[src/rtl/core/clr_pkg.sv]
// Shared types and constants for the clipped line rasterizer.
`timescale 1ns / 1ps
`default_nettype none

package clr_pkg;

  // Configuration register width and reset values
  localparam int REG_BITS = 13;
  localparam logic [REG_BITS-1:0] FB_WIDTH_RESET  = 13'd640;
  localparam logic [REG_BITS-1:0] FB_HEIGHT_RESET = 13'd480;

  // Configuration register indexes
  localparam int REG_IDX_BITS = 1;
  localparam logic [REG_IDX_BITS-1:0] REG_FB_WIDTH  = 1'b0;
  localparam logic [REG_IDX_BITS-1:0] REG_FB_HEIGHT = 1'b1;

  // Item operation codes
  localparam logic OP_START = 1'b0;
  localparam logic OP_STEP  = 1'b1;

  // Packed ARGB colour
  localparam int CHAN_BITS  = 8;
  localparam int COLOR_BITS = 4 * CHAN_BITS;

  // Per-point flags handed from the stepper to the clipping stage
  typedef struct packed {
    logic active;
    logic last;
  } clr_flags_t;

  localparam int FLAGS_BITS = $bits(clr_flags_t);

endpackage

`default_nettype wire

[src/rtl/core/clr_fifo.sv]
// Small first-in first-out queue between the line stepper and the clipping stage.
`timescale 1ns / 1ps
`default_nettype none

module clr_fifo #(
  parameter int WIDTH = 64,
  parameter int DEPTH = 4
) (
  input  wire logic             clk,
  input  wire logic             rst,
  input  wire logic             push,
  input  wire logic [WIDTH-1:0] push_data,
  output logic                  full,
  input  wire logic             pop,
  output logic                  not_empty,
  output logic [WIDTH-1:0]      pop_data
);

  localparam int PTR_W = (DEPTH > 1) ? $clog2(DEPTH) : 1;
  localparam int CNT_W = $clog2(DEPTH + 1);

  logic [WIDTH-1:0] entries [DEPTH];
  logic [PTR_W-1:0] wr_ptr;
  logic [PTR_W-1:0] rd_ptr;
  logic [CNT_W-1:0] count;
  logic             do_push;
  logic             do_pop;

  assign full      = (count == CNT_W'(DEPTH));
  assign not_empty = (count != '0);
  assign do_push   = push && !full;
  assign do_pop    = pop && not_empty;
  assign pop_data  = entries[rd_ptr];

  // Store a beat at the write pointer
  always_ff @(posedge clk) begin
    if (do_push) begin
      entries[wr_ptr] <= push_data;
    end
  end

  // Advance pointers and occupancy
  always_ff @(posedge clk) begin
    if (rst) begin
      wr_ptr <= '0;
      rd_ptr <= '0;
      count  <= '0;
    end else begin
      if (do_push) begin
        wr_ptr <= (wr_ptr == PTR_W'(DEPTH - 1)) ? '0 : wr_ptr + PTR_W'(1);
      end
      if (do_pop) begin
        rd_ptr <= (rd_ptr == PTR_W'(DEPTH - 1)) ? '0 : rd_ptr + PTR_W'(1);
      end
      if (do_push && !do_pop) begin
        count <= count + CNT_W'(1);
      end else if (do_pop && !do_push) begin
        count <= count - CNT_W'(1);
      end
    end
  end

endmodule

`default_nettype wire

[src/rtl/core/clr_front.sv]
// Line stepper: holds the Bresenham state and produces one point per accepted item.
`timescale 1ns / 1ps
`default_nettype none

module clr_front #(
  parameter int COORD_BITS = 14
) (
  input  wire logic                             clk,
  input  wire logic                             rst,
  input  wire logic                             accept,
  input  wire logic                             op,
  input  wire logic signed [COORD_BITS-1:0]     x_start,
  input  wire logic signed [COORD_BITS-1:0]     y_start,
  input  wire logic signed [COORD_BITS-1:0]     x_end,
  input  wire logic signed [COORD_BITS-1:0]     y_end,
  input  wire logic [clr_pkg::COLOR_BITS-1:0]   color,
  output logic signed [COORD_BITS-1:0]          pt_x,
  output logic signed [COORD_BITS-1:0]          pt_y,
  output clr_pkg::clr_flags_t                   pt_flags,
  output logic [clr_pkg::COLOR_BITS-1:0]        pt_color
);

  import clr_pkg::*;

  localparam int C  = COORD_BITS;
  localparam int DW = C + 1;   // signed endpoint difference
  localparam int EW = C + 3;   // error term
  localparam int E2 = EW + 1;  // doubled error term

  // Stepper state
  logic signed [C-1:0]  cur_x, cur_y, goal_x, goal_y;
  logic signed [DW-1:0] abs_dx, neg_abs_dy;
  logic                 dir_x, dir_y;
  logic signed [EW-1:0] err_term;
  logic [COLOR_BITS-1:0] line_color;
  logic                 running;

  logic signed [C-1:0]  cur_x_next, cur_y_next, goal_x_next, goal_y_next;
  logic signed [DW-1:0] abs_dx_next, neg_abs_dy_next;
  logic                 dir_x_next, dir_y_next;
  logic signed [EW-1:0] err_term_next;
  logic [COLOR_BITS-1:0] line_color_next;
  logic                 running_next;

  logic signed [DW-1:0] dx, dy;
  logic signed [E2-1:0] e2;
  logic                 stop;
  logic                 active;
  logic                 at_goal;

  // Start-of-line deltas from the incoming endpoints
  assign dx = DW'(x_end) - DW'(x_start);
  assign dy = DW'(y_end) - DW'(y_start);
  assign e2 = $signed({err_term, 1'b0});

  // Work out the next point and state
  always_comb begin
    cur_x_next      = cur_x;
    cur_y_next      = cur_y;
    goal_x_next     = goal_x;
    goal_y_next     = goal_y;
    abs_dx_next     = abs_dx;
    neg_abs_dy_next = neg_abs_dy;
    dir_x_next      = dir_x;
    dir_y_next      = dir_y;
    err_term_next   = err_term;
    line_color_next = line_color;
    stop            = 1'b0;
    active          = 1'b0;
    if (op == OP_START) begin
      cur_x_next      = x_start;
      cur_y_next      = y_start;
      goal_x_next     = x_end;
      goal_y_next     = y_end;
      abs_dx_next     = dx[DW-1] ? -dx : dx;
      neg_abs_dy_next = dy[DW-1] ? dy : -dy;
      dir_x_next      = !(x_start < x_end);
      dir_y_next      = !(y_start < y_end);
      err_term_next   = EW'(abs_dx_next) + EW'(neg_abs_dy_next);
      line_color_next = color;
      active          = 1'b1;
    end else if (running) begin
      active = 1'b1;
      // Horizontal move
      if (e2 >= E2'(neg_abs_dy)) begin
        if (cur_x == goal_x) begin
          stop = 1'b1;
        end else begin
          err_term_next = err_term + EW'(neg_abs_dy);
          cur_x_next    = dir_x ? cur_x - C'(1) : cur_x + C'(1);
        end
      end
      // Vertical move, keeping any horizontal move already made
      if (!stop && (e2 <= E2'(abs_dx))) begin
        if (cur_y == goal_y) begin
          stop = 1'b1;
        end else begin
          err_term_next = err_term_next + EW'(abs_dx);
          cur_y_next    = dir_y ? cur_y - C'(1) : cur_y + C'(1);
        end
      end
      if (stop) begin
        active = 1'b0;
      end
    end
    at_goal = (cur_x_next == goal_x_next) && (cur_y_next == goal_y_next);
    if (op == OP_START) begin
      running_next = !at_goal;
    end else begin
      running_next = running && !stop && !at_goal;
    end
  end

  // Hand the point to the queue
  assign pt_x            = cur_x_next;
  assign pt_y            = cur_y_next;
  assign pt_flags.active = active;
  assign pt_flags.last   = at_goal;
  assign pt_color        = line_color_next;

  // Update state on each accepted beat
  always_ff @(posedge clk) begin
    if (rst) begin
      cur_x      <= '0;
      cur_y      <= '0;
      goal_x     <= '0;
      goal_y     <= '0;
      abs_dx     <= '0;
      neg_abs_dy <= '0;
      dir_x      <= 1'b0;
      dir_y      <= 1'b0;
      err_term   <= '0;
      line_color <= '0;
      running    <= 1'b0;
    end else if (accept) begin
      cur_x      <= cur_x_next;
      cur_y      <= cur_y_next;
      goal_x     <= goal_x_next;
      goal_y     <= goal_y_next;
      abs_dx     <= abs_dx_next;
      neg_abs_dy <= neg_abs_dy_next;
      dir_x      <= dir_x_next;
      dir_y      <= dir_y_next;
      err_term   <= err_term_next;
      line_color <= line_color_next;
      running    <= running_next;
    end
  end

endmodule

`default_nettype wire

[src/rtl/core/clr_back.sv]
// Clipping and address stage: bounds check, y * width + x, and the result register.
`timescale 1ns / 1ps
`default_nettype none

module clr_back #(
  parameter int COORD_BITS = 14,
  parameter int ADDR_BITS  = 24
) (
  input  wire logic                           clk,
  input  wire logic                           rst,
  input  wire logic                           in_valid,
  output logic                                in_ready,
  input  wire logic signed [COORD_BITS-1:0]   in_x,
  input  wire logic signed [COORD_BITS-1:0]   in_y,
  input  wire clr_pkg::clr_flags_t            in_flags,
  input  wire logic [clr_pkg::COLOR_BITS-1:0] in_color,
  input  wire logic [clr_pkg::REG_BITS-1:0]   fb_width,
  input  wire logic [clr_pkg::REG_BITS-1:0]   fb_height,
  output logic                                out_valid,
  input  wire logic                           out_take,
  output logic [ADDR_BITS-1:0]                pixel_address,
  output logic [clr_pkg::COLOR_BITS-1:0]      pixel_value,
  output logic                                write_enable,
  output logic signed [COORD_BITS-1:0]        point_x,
  output logic signed [COORD_BITS-1:0]        point_y,
  output logic                                last
);

  import clr_pkg::*;

  localparam int MAG_W  = COORD_BITS - 1;
  localparam int CMP_W  = (MAG_W > REG_BITS) ? MAG_W : REG_BITS;
  localparam int PROD_W = MAG_W + REG_BITS;
  localparam int SUM_W  = PROD_W + 1;

  logic [MAG_W-1:0] x_mag, y_mag;
  logic             in_frame;

  logic                   s1_valid;
  logic signed [COORD_BITS-1:0] s1_x, s1_y;
  logic                   s1_in_frame;
  logic                   s1_last;
  logic [COLOR_BITS-1:0]  s1_color;
  logic [PROD_W-1:0]      s1_prod;
  logic                   out_free;
  logic                   s1_go;
  logic [SUM_W-1:0]       addr_sum;

  // Bounds check on the incoming point
  assign x_mag    = in_x[MAG_W-1:0];
  assign y_mag    = in_y[MAG_W-1:0];
  assign in_frame = in_flags.active && !in_x[COORD_BITS-1] && !in_y[COORD_BITS-1] &&
                    (CMP_W'(x_mag) < CMP_W'(fb_width)) &&
                    (CMP_W'(y_mag) < CMP_W'(fb_height));

  // Stage handshakes
  assign out_free = !out_valid || out_take;
  assign s1_go    = s1_valid && out_free;
  assign in_ready = !s1_valid || out_free;

  // Row offset stage
  always_ff @(posedge clk) begin
    if (rst) begin
      s1_valid <= 1'b0;
    end else if (in_ready) begin
      s1_valid <= in_valid;
    end
  end

  always_ff @(posedge clk) begin
    if (in_ready && in_valid) begin
      s1_x        <= in_x;
      s1_y        <= in_y;
      s1_in_frame <= in_frame;
      s1_last     <= in_flags.last;
      s1_color    <= in_color;
      s1_prod     <= PROD_W'(y_mag) * PROD_W'(fb_width);
    end
  end

  // Add the column and wrap to the address width
  assign addr_sum = SUM_W'(s1_prod) + SUM_W'(s1_x[MAG_W-1:0]);

  // Result register
  always_ff @(posedge clk) begin
    if (rst) begin
      out_valid <= 1'b0;
    end else if (out_free) begin
      out_valid <= s1_valid;
    end
  end

  always_ff @(posedge clk) begin
    if (s1_go) begin
      pixel_address <= s1_in_frame ? ADDR_BITS'(addr_sum) : '0;
      pixel_value   <= s1_color;
      write_enable  <= s1_in_frame;
      point_x       <= s1_x;
      point_y       <= s1_y;
      last          <= s1_last;
    end
  end

endmodule

`default_nettype wire

[src/rtl/core/clipped_line_rasterizer_top.sv]
// Top level of the clipped line rasterizer: stepper, point queue and clipping stage.
//
// Input channel (push / full): one beat is a start (op = 0, latches endpoints
// and colour, yields the first point) or a step (op = 1, yields the next point).
// Every beat yields exactly one result beat on the output channel (empty / pop):
// pixel address y * fb_width + x, ARGB value, write enable (cleared outside the
// framebuffer or once the line has ended), the point and a last flag.
// Throughput: one beat per cycle in and out unless full or a low pop holds the flow;
// the stepper finishes each point in the cycle it accepts the beat, so successive
// steps follow back to back. A result passes through the point queue, the
// row-offset multiply register and the result register before it is visible.
// While pop is low results back up into the four-entry point queue; full rises
// once it fills, and the stepper then waits without losing state.
// Reset empties the queue and pipeline, clears the line state to a point at the
// origin with no line active, and loads width 640 and height 480.
// fb_width and fb_height are written through cfg_write / cfg_index / cfg_data and
// should only change while no results are outstanding.
`timescale 1ns / 1ps
`default_nettype none

module clipped_line_rasterizer_top #(
  parameter int COORD_BITS = 14,
  parameter int ADDR_BITS  = 24
) (
  input  wire logic                               clk,
  input  wire logic                               rst,
  input  wire logic                               push,
  output logic                                    full,
  input  wire logic                               op,
  input  wire logic signed [COORD_BITS-1:0]       x_start,
  input  wire logic signed [COORD_BITS-1:0]       y_start,
  input  wire logic signed [COORD_BITS-1:0]       x_end,
  input  wire logic signed [COORD_BITS-1:0]       y_end,
  input  wire logic [clr_pkg::CHAN_BITS-1:0]      alpha,
  input  wire logic [clr_pkg::CHAN_BITS-1:0]      red,
  input  wire logic [clr_pkg::CHAN_BITS-1:0]      green,
  input  wire logic [clr_pkg::CHAN_BITS-1:0]      blue,
  output logic                                    empty,
  input  wire logic                               pop,
  output logic [ADDR_BITS-1:0]                    pixel_address,
  output logic [clr_pkg::COLOR_BITS-1:0]          pixel_value,
  output logic                                    write_enable,
  output logic signed [COORD_BITS-1:0]            point_x,
  output logic signed [COORD_BITS-1:0]            point_y,
  output logic                                    last,
  input  wire logic                               cfg_write,
  input  wire logic [clr_pkg::REG_IDX_BITS-1:0]   cfg_index,
  input  wire logic [clr_pkg::REG_BITS-1:0]       cfg_data
);

  import clr_pkg::*;

  localparam int QUEUE_DEPTH = 4;
  localparam int Q_W = 2 * COORD_BITS + FLAGS_BITS + COLOR_BITS;

  logic [REG_BITS-1:0] fb_width;
  logic [REG_BITS-1:0] fb_height;

  logic                         accept;
  logic signed [COORD_BITS-1:0] pt_x, pt_y;
  clr_flags_t                   pt_flags;
  logic [COLOR_BITS-1:0]        pt_color;

  logic [Q_W-1:0]               q_in, q_out;
  logic                         q_valid;
  logic                         back_ready;
  logic signed [COORD_BITS-1:0] q_x, q_y;
  clr_flags_t                   q_flags;
  logic [COLOR_BITS-1:0]        q_color;
  logic                         res_valid;

  // Configuration registers
  always_ff @(posedge clk) begin
    if (rst) begin
      fb_width  <= FB_WIDTH_RESET;
      fb_height <= FB_HEIGHT_RESET;
    end else if (cfg_write) begin
      case (cfg_index)
        REG_FB_WIDTH:  fb_width  <= cfg_data;
        REG_FB_HEIGHT: fb_height <= cfg_data;
        default: ;
      endcase
    end
  end

  assign accept = push && !full;

  // Stepper
  clr_front #(
    .COORD_BITS(COORD_BITS)
  ) u_front (
    .clk      (clk),
    .rst      (rst),
    .accept   (accept),
    .op       (op),
    .x_start  (x_start),
    .y_start  (y_start),
    .x_end    (x_end),
    .y_end    (y_end),
    .color    ({alpha, red, green, blue}),
    .pt_x     (pt_x),
    .pt_y     (pt_y),
    .pt_flags (pt_flags),
    .pt_color (pt_color)
  );

  // Point queue
  assign q_in = {pt_x, pt_y, pt_flags, pt_color};

  clr_fifo #(
    .WIDTH(Q_W),
    .DEPTH(QUEUE_DEPTH)
  ) u_queue (
    .clk       (clk),
    .rst       (rst),
    .push      (accept),
    .push_data (q_in),
    .full      (full),
    .pop       (back_ready),
    .not_empty (q_valid),
    .pop_data  (q_out)
  );

  assign {q_x, q_y, q_flags, q_color} = q_out;

  // Clipping and address stage
  clr_back #(
    .COORD_BITS(COORD_BITS),
    .ADDR_BITS (ADDR_BITS)
  ) u_back (
    .clk           (clk),
    .rst           (rst),
    .in_valid      (q_valid),
    .in_ready      (back_ready),
    .in_x          (q_x),
    .in_y          (q_y),
    .in_flags      (q_flags),
    .in_color      (q_color),
    .fb_width      (fb_width),
    .fb_height     (fb_height),
    .out_valid     (res_valid),
    .out_take      (pop),
    .pixel_address (pixel_address),
    .pixel_value   (pixel_value),
    .write_enable  (write_enable),
    .point_x       (point_x),
    .point_y       (point_y),
    .last          (last)
  );

  assign empty = !res_valid;

endmodule

`default_nettype wire

[config.mk]
export PLATFORM = sky130hd
export DESIGN_NAME = clipped_line_rasterizer_top
export DESIGN_NICKNAME = d
export VERILOG_FILES = /design/src/rtl/core/clr_pkg.sv /design/src/rtl/core/clr_fifo.sv /design/src/rtl/core/clr_front.sv /design/src/rtl/core/clr_back.sv /design/src/rtl/core/clipped_line_rasterizer_top.sv
export SDC_FILE = /design/constraint.sdc
export NUM_CORES = 1
export LEC_CHECK = 0
export ABC_AREA = 1
export BUFFER_PORTS_ARGS = -buffer_cell sky130_fd_sc_hd__buf_4
export CAP_MARGIN = 15
export CORE_MARGIN = 2
export CORE_UTILIZATION = 41
export CTS_CLUSTER_SIZE = 28
export DETAILED_ROUTE_END_ITERATION = 12
export PLACE_DENSITY = 0.61
export SLEW_MARGIN = 20
export SYNTH_ARGS = -nofsm -noshare
export SYNTH_HDL_FRONTEND = slang
export SYNTH_SLANG_ARGS = --single-unit
[constraint.sdc]
create_clock -name clk -period 6.65 [get_ports clk]
set_input_delay 0.3325 -clock clk [delete_from_list [all_inputs] [get_ports clk]]
set_output_delay 0.3325 -clock clk [all_outputs]
set_load 0.02 [all_outputs]
* After elaboration in Yosys (flattened, before gate mapping)
Memory sizes are Yosys's and may differ from the RTL's. A register that Yosys moved wholly into a read port is not among the register bits.
Index checks and enable logic that the tools add are counted.
** Cells by class
- Bitwise logic cells :: 2
- $mul :: 1
- Order comparisons :: 6
- Reductions and logical operators :: 34
- Equality and inequality tests :: 8
- Mux-type cells :: 45
- Add/subtract/negate cells :: 16
** Operator list (number)
- $mux 14 :: 12
- $mux 17 :: 8
- $eq 14x14->1 :: 4
- $add 17x15->17 :: 2
- $mux 32 :: 1
- $mux 15 :: 2
- $neg 15->15 :: 2
- $sub 14x14->15 :: 2
- $add 14x2->14 const B :: 2
- $lt 14x14->1 :: 2
- $sub 14x2->14 const B :: 2
- $lt 13x13->1 :: 2
- $add 24x13->24 :: 1
- $mul 13x13->24 :: 1
- $ge 18x15->1 :: 1
- $le 18x15->1 :: 1
- $add 15x15->16 :: 1
- $mux 1 :: 16
- $logic_and 1x1->1 :: 14
- $logic_not 1->1 :: 12
- $mux 2 :: 4
- $reduce_and 2->1 :: 4
- $mux 3 :: 2
- $add 2x1->2 const B :: 2
- 9 further kinds :: 12
** Word-level totals
- Memory bits (writable) :: 248
- Input bits :: 108
- Memories :: 1
- Bits in registers :: 345
- Word-level logic and storage cells :: 143
- Output and inout port bits :: 88
** Memory list
- u_queue.entries :: depth 4, width 62, read ports 1, clocked after memory_dff 1, wr ports 1, RTL line clr_fifo.sv:22 : logic [WIDTH-1:0] entries [DEPTH];

* Longest topological paths before layout
- Depth after elaboration :: 16
- Gate-level depth with buffers :: 36
- Mapped depth without buffers :: 34

* By module
Synthesis repeated with hierarchy kept, for this count alone.
** Second synthesis, totals
- Cells, all modules :: 4493
- Area total of the unflattened synthesis :: 38416.8 um2
** Modules (own cells, without submodules)
- clr_front :: cells an instance 2293, sequential area each 2762.6 um2, instances 1, area each 14172.3 um2
- clr_back :: cells an instance 1386, sequential area each 5205.0 um2, instances 1, area each 12934.9 um2
- clr_fifo :: cells an instance 670, sequential area each 7627.3 um2, instances 1, area each 10273.6 um2
- clipped_line_rasterizer_top :: cells an instance 144, sequential area each 520.5 um2, instances 1, area each 1036.0 um2

* Least setup slack after synthesis
No wires, ideal clock.
- Path type :: reg-to-reg
- From :: register with a tool-made name
- To :: register u_back.s1_prod[22] (data pin)
- Arrival :: 6.068 ns
- Data required time :: 6.398 ns
- Path slack :: 0.329 ns
- Setup time :: 0.252 ns
- Stages on the path, launching flop included :: 30
- Clock period less this slack :: 6.321 ns
- Buffers on the path :: 4
- Cells stage by stage :: dfxtp_1 > buf_2 > clkbuf_1 > clkbuf_1 > buf_1 > nand2_1 > nand3_1 > nand2_1 > inv_1 > nand2_1 > fa_1 > fa_1 > fa_1 > inv_1 > fa_1 > inv_1 > fa_1 > inv_1 > ha_1 > nand2_1 > o21ai_0 > a21boi_1 > o21ai_0 > a21oi_1 > o21ai_1 > a21oi_1 > o21bai_1 > nand3_1 > nand3_1 > nand2_1
** RTL lines
- end signal, assigned :: RTL line clr_back.sv:77 : s1_prod <= PROD_W'(y_mag) * PROD_W'(fb_width);
- end, declared :: RTL line clr_back.sv:44 : logic [PROD_W-1:0] s1_prod;

==> reports/summary.md <==
The normalized max-slew margin is 35.1%, and the final-report hold violation count is 0. Pin placement for this block handled 196 I/O pins. The number of buffer and inverter instances along the worst setup path is 5. During synthesis, Yosys emitted a total of 0 warnings. Of the post-synthesis cell area, the dominant cell type holds 35.0%. The die width is 301 microns, and the number of iterations in the first detailed-routing pass is 6. The min-delay analysis places its worst path in the category input port to register. Yosys mapped a number of flops with a built-in enable equal to 420. TritonCTS built the clock tree. The worst reg2reg path depth was 27. In the routed design, unresolved DRC markers number 0.

The routed design has 96.5 mm of wire. The clock root buffer was clkbuf_16. Final number of setup-violating endpoints: 0.

The DRC marker count from the first detailed-route iteration is 2116. In the routed layout, each cell is associated on average with a via count of 5.12. The die is 301 microns tall. The analysis attributes to cell leakage a power of 18.4 nW. The tools report the startpoint type of the worst setup path as a register. Averaged over all synthesized cells, the footprint is 8.88 sq um.

Detailed placement finished with a half-perimeter wire length of 69.9 mm. Cell family contributing the most delay on the critical path: adder cells. Setup repair after global routing left no endpoint under its margin.

The count of nets left with antenna violations once routing finished came out at 0. The multi-input combinational cells in the finished layout cover a total of 17200 sq um. The number of nets in the synthesized netlist is 4539. The number of buffers added for setup after CTS is 0. For this design, the slowest cell found on the critical path is fa_1. The logs give 26700 for the number of global-route vias before repair and 4060 for the cell count after synthesis.

The flow ran to the end, and the final reports show no timing, DRC or antenna violations. For the count of maximum capacitance violations, the log shows 0. Adding up every negative setup slack in the final design gives 0 ps. The required arrival time at the worst endpoint was 7050 ps; the share of flip-flops with an asynchronous set or reset after synthesis was 0%. Leaving out fill and tap cells, the most frequent cells in the layout are nand2_1 (718), inv_1 (586), edfxtp_1 (420), o21ai_0 (395), nor2_1 (337).

Counting the buffers created by CTS gives 69. The largest stage delay on the critical path was 560 ps; the clock insertion delay at the later pin of the skew report was 640 ps. The number of max-slew violations in the final report was 0; the area overhead of the layout relative to synthesis was 14.8%. Yosys attributes the largest share of cell area to edfxtp_1 (35%), dfxtp_1 (9.7%), ha_1 (8.4%).

Once the floorplan was initialized, standard cells occupied 41.5% of the core. The logs give 59 for the unique cell type count in the Yosys netlist and 6520 ps for the worst path arrival time. The slew of the pin with the lowest slew margin works out to 973 ps. The biggest area contributor in the post-synthesis netlist is edfxtp_1. The count of buffers added on input and output ports is 195. The number of fill cells in the layout was 8201; the floorplan core area was 86900 sq um. In the final design database the tool counted 4716 nets.

Time the worst path needs with I/O delays and setup: 6130 ps. Counting stages on the worst path, the most repeated cell is fa_1. The most used flip-flop cell after synthesis is edfxtp_1. The count of cell instances traversed by the critical path was 27; the timing-limited maximum frequency was 163 MHz.

The worst setup path is of the register to register kind. The run gives 0.929 as the final weighted congestion in routability-driven placement. The first global-routing pass estimated 149 mm of wire. For the cell area after synthesis, the log shows 36100 sq um.

Global routing consumed, over all layers together, 21.1% of the routing resources. The tools report the sequential fraction of the synthesis area as 44.7%. CTS built an H-tree with a depth of 3.

Final routed wire length divided by cell count: 17.7 microns. Leaving out fill and tap cells, the most frequent cell in the layout is nand2_1. The sequential cells in the finished layout cover a total of 16100 sq um. Setup skew after layout: 35.4 ps.

In this run the critical register-to-register path is captured at u_back.s1_prod[22]. The number of antenna violations at the first check in global routing is 2, and the maximum number of pins on one net before global-route repair is 98. For the clock net sink count, the log shows 595. The die outline area is 90300 sq um, and the share of layout cells above drive strength 1 is 9.78%. The run gives 27900 as the number of vias after detailed routing. The power density over the cells came out at 514 nW/um^2.

Summed over all layers, the global routing overflow is 0. STA classifies the critical path endpoint as a register. VDD sags by at most 0.441 mV. The clock-pin transition on the worst setup and hold timing paths was 60 ps. The floorplan has 108 rows. The logs give 3 for the maximum clock insertion buffer count and 47.6% for the core utilization of the finished layout. In this run the worst path has a maximum fanout of 62. Setup slack on the worst reg-to-reg path comes out at 520 ps. The sum of internal, switching and leakage power came out at 0.0213 W. The total of flip-flops plus latches after synthesis was 595. The critical path ends at u_back.s1_prod[22]. Portion of the clock cycle consumed by the worst path in the final layout: 92.2%.
## registers in the layout (all words and copies together), names as in the netlist, 15 cells and up, named ones only
register	cells
u_front.err_term	17
u_back.s1_prod	24
u_back.pixel_address	24
u_back.s1_color	32
u_queue.entries	248
u_back.pixel_value	32
u_front.line_color	32
u_front.abs_dx	15
u_front.neg_abs_dy	15
## worst reg2reg max path: stages, from the launching register on
cell and delay [ps]:
dfxtp_2 350, buf_12 290, nand3_1 120, nand2_1 220, nor2_1 110, fa_1 560, inv_1 60, fa_1 480
inv_1 60, fa_1 480, fa_1 540, inv_1 50, fa_1 470, inv_1 40, ha_1 330, a21oi_1 160
a21boi_1 250, o21ai_0 160, a21boi_1 230, o21ai_0 110, a21oi_1 220, o21ai_1 120, a21oi_1 140, o21bai_1 100
nand3_1 90, nand2_1 60, nand2_1 60, nand2_1 40
## repair_timing
action	in CTS	in global routing
gates resized for setup	0	2
hold buffers	10	0
setup endpoints to repair	0	1
hold endpoints to repair	16	0
## kinds of logic (layout without fill, tap and decap cells)
logic type,after synthesis,in the layout,synth area share (%)
AOI/OAI and AO/OA,894,894,13.3
xor gates and xnor gates,125,125,3.04
adders and majority gates,371,371,15.6
buffers and inverters,744,978,7.89
DFF,595,595,44.7
muxes,8,8,0.222
other,0,2,0
and+or+nand+nor,1323,1323,15.3
## synthesized netlist by cell type, types with 12 or more instances
| library cell | n |
|---|---|
| nand2_2 | 12 |
| o211ai_1 | 17 |
| nor2_1 | 343 |
| dfxtp_1 | 175 |
| clkbuf_1 | 115 |
| nor3_1 | 21 |
| o22ai_1 | 51 |
| a31oi_1 | 16 |
| o21ai_1 | 17 |
| fa_1 | 129 |
| edfxtp_1 | 420 |
| inv_1 | 589 |
| a21oi_1 | 328 |
| nand2_1 | 720 |
| o21a_1 | 13 |
| nand4_1 | 33 |
| nand3_1 | 147 |
| ha_1 | 242 |
| nand3_2 | 12 |
| o21ai_0 | 395 |
| xor2_1 | 87 |
| xnor2_1 | 38 |
## area by class of cell
class,instances,share of cell area (%)
clock buffer,80,4.35
tap,1155,3.49
sequential,595,39.0
inverter,604,5.50
multi-input combinational,2721,41.5
clock inverter,48,1.67
timing repair buffer,246,4.55
antenna,2,0.0121
## power breakdown
group	leakage (nW)	switching, W	internal [W]
registers	5.41	0.000397	0.00545
logic	11.8	0.00715	0.00415
clock network	1.19	0.00171	0.00239
## worst min-delay path by stage
stage / startpoint / to / slack [ps] / cells past startpoint
finish: cfg_data[10] / fb_height[10] / 30 / 3
global route: cfg_data[2] / fb_height[2] / 60 / 3
CTS: cfg_data[10] / fb_height[10] / 1 / 3
detailed placement: u_back.s1_color[17] / u_back.pixel_value[17] / 400 / 0
global placement: u_back.s1_color[11] / u_back.pixel_value[11] / 400 / 0
floorplan: u_back.s1_last / u_back.last / 400 / 0
## per-layer routing
layer / share of wire (%) / up-vias / track usage, %
met5: 0 / - / 0
met4: 2.6 / 0 / 6.23
li1: - / 13900 / -
met2: 47 / 669 / 35.6
met1: 45 / 13200 / 28.2
met3: 5.2 / 139 / 3.10
## metrics by stage
| stage | cells | area [sq um] | setup WS (ps) | hold slack, ps |
|---|---|---|---|---|
| global placement | 5311 | 38800 | 546 | 402 |
| finish | 5451 | 41400 | 521 | 30.1 |
| floorplan | 4060 | 36100 | 329 | 400 |
| detailed placement | 5311 | 38800 | 429 | 405 |
| global route | 5449 | 41400 | 20.6 | 55.8 |
| CTS | 5449 | 41400 | 430 | 1.46 |
No activity file was read; power rests on OpenSTA's default activity.
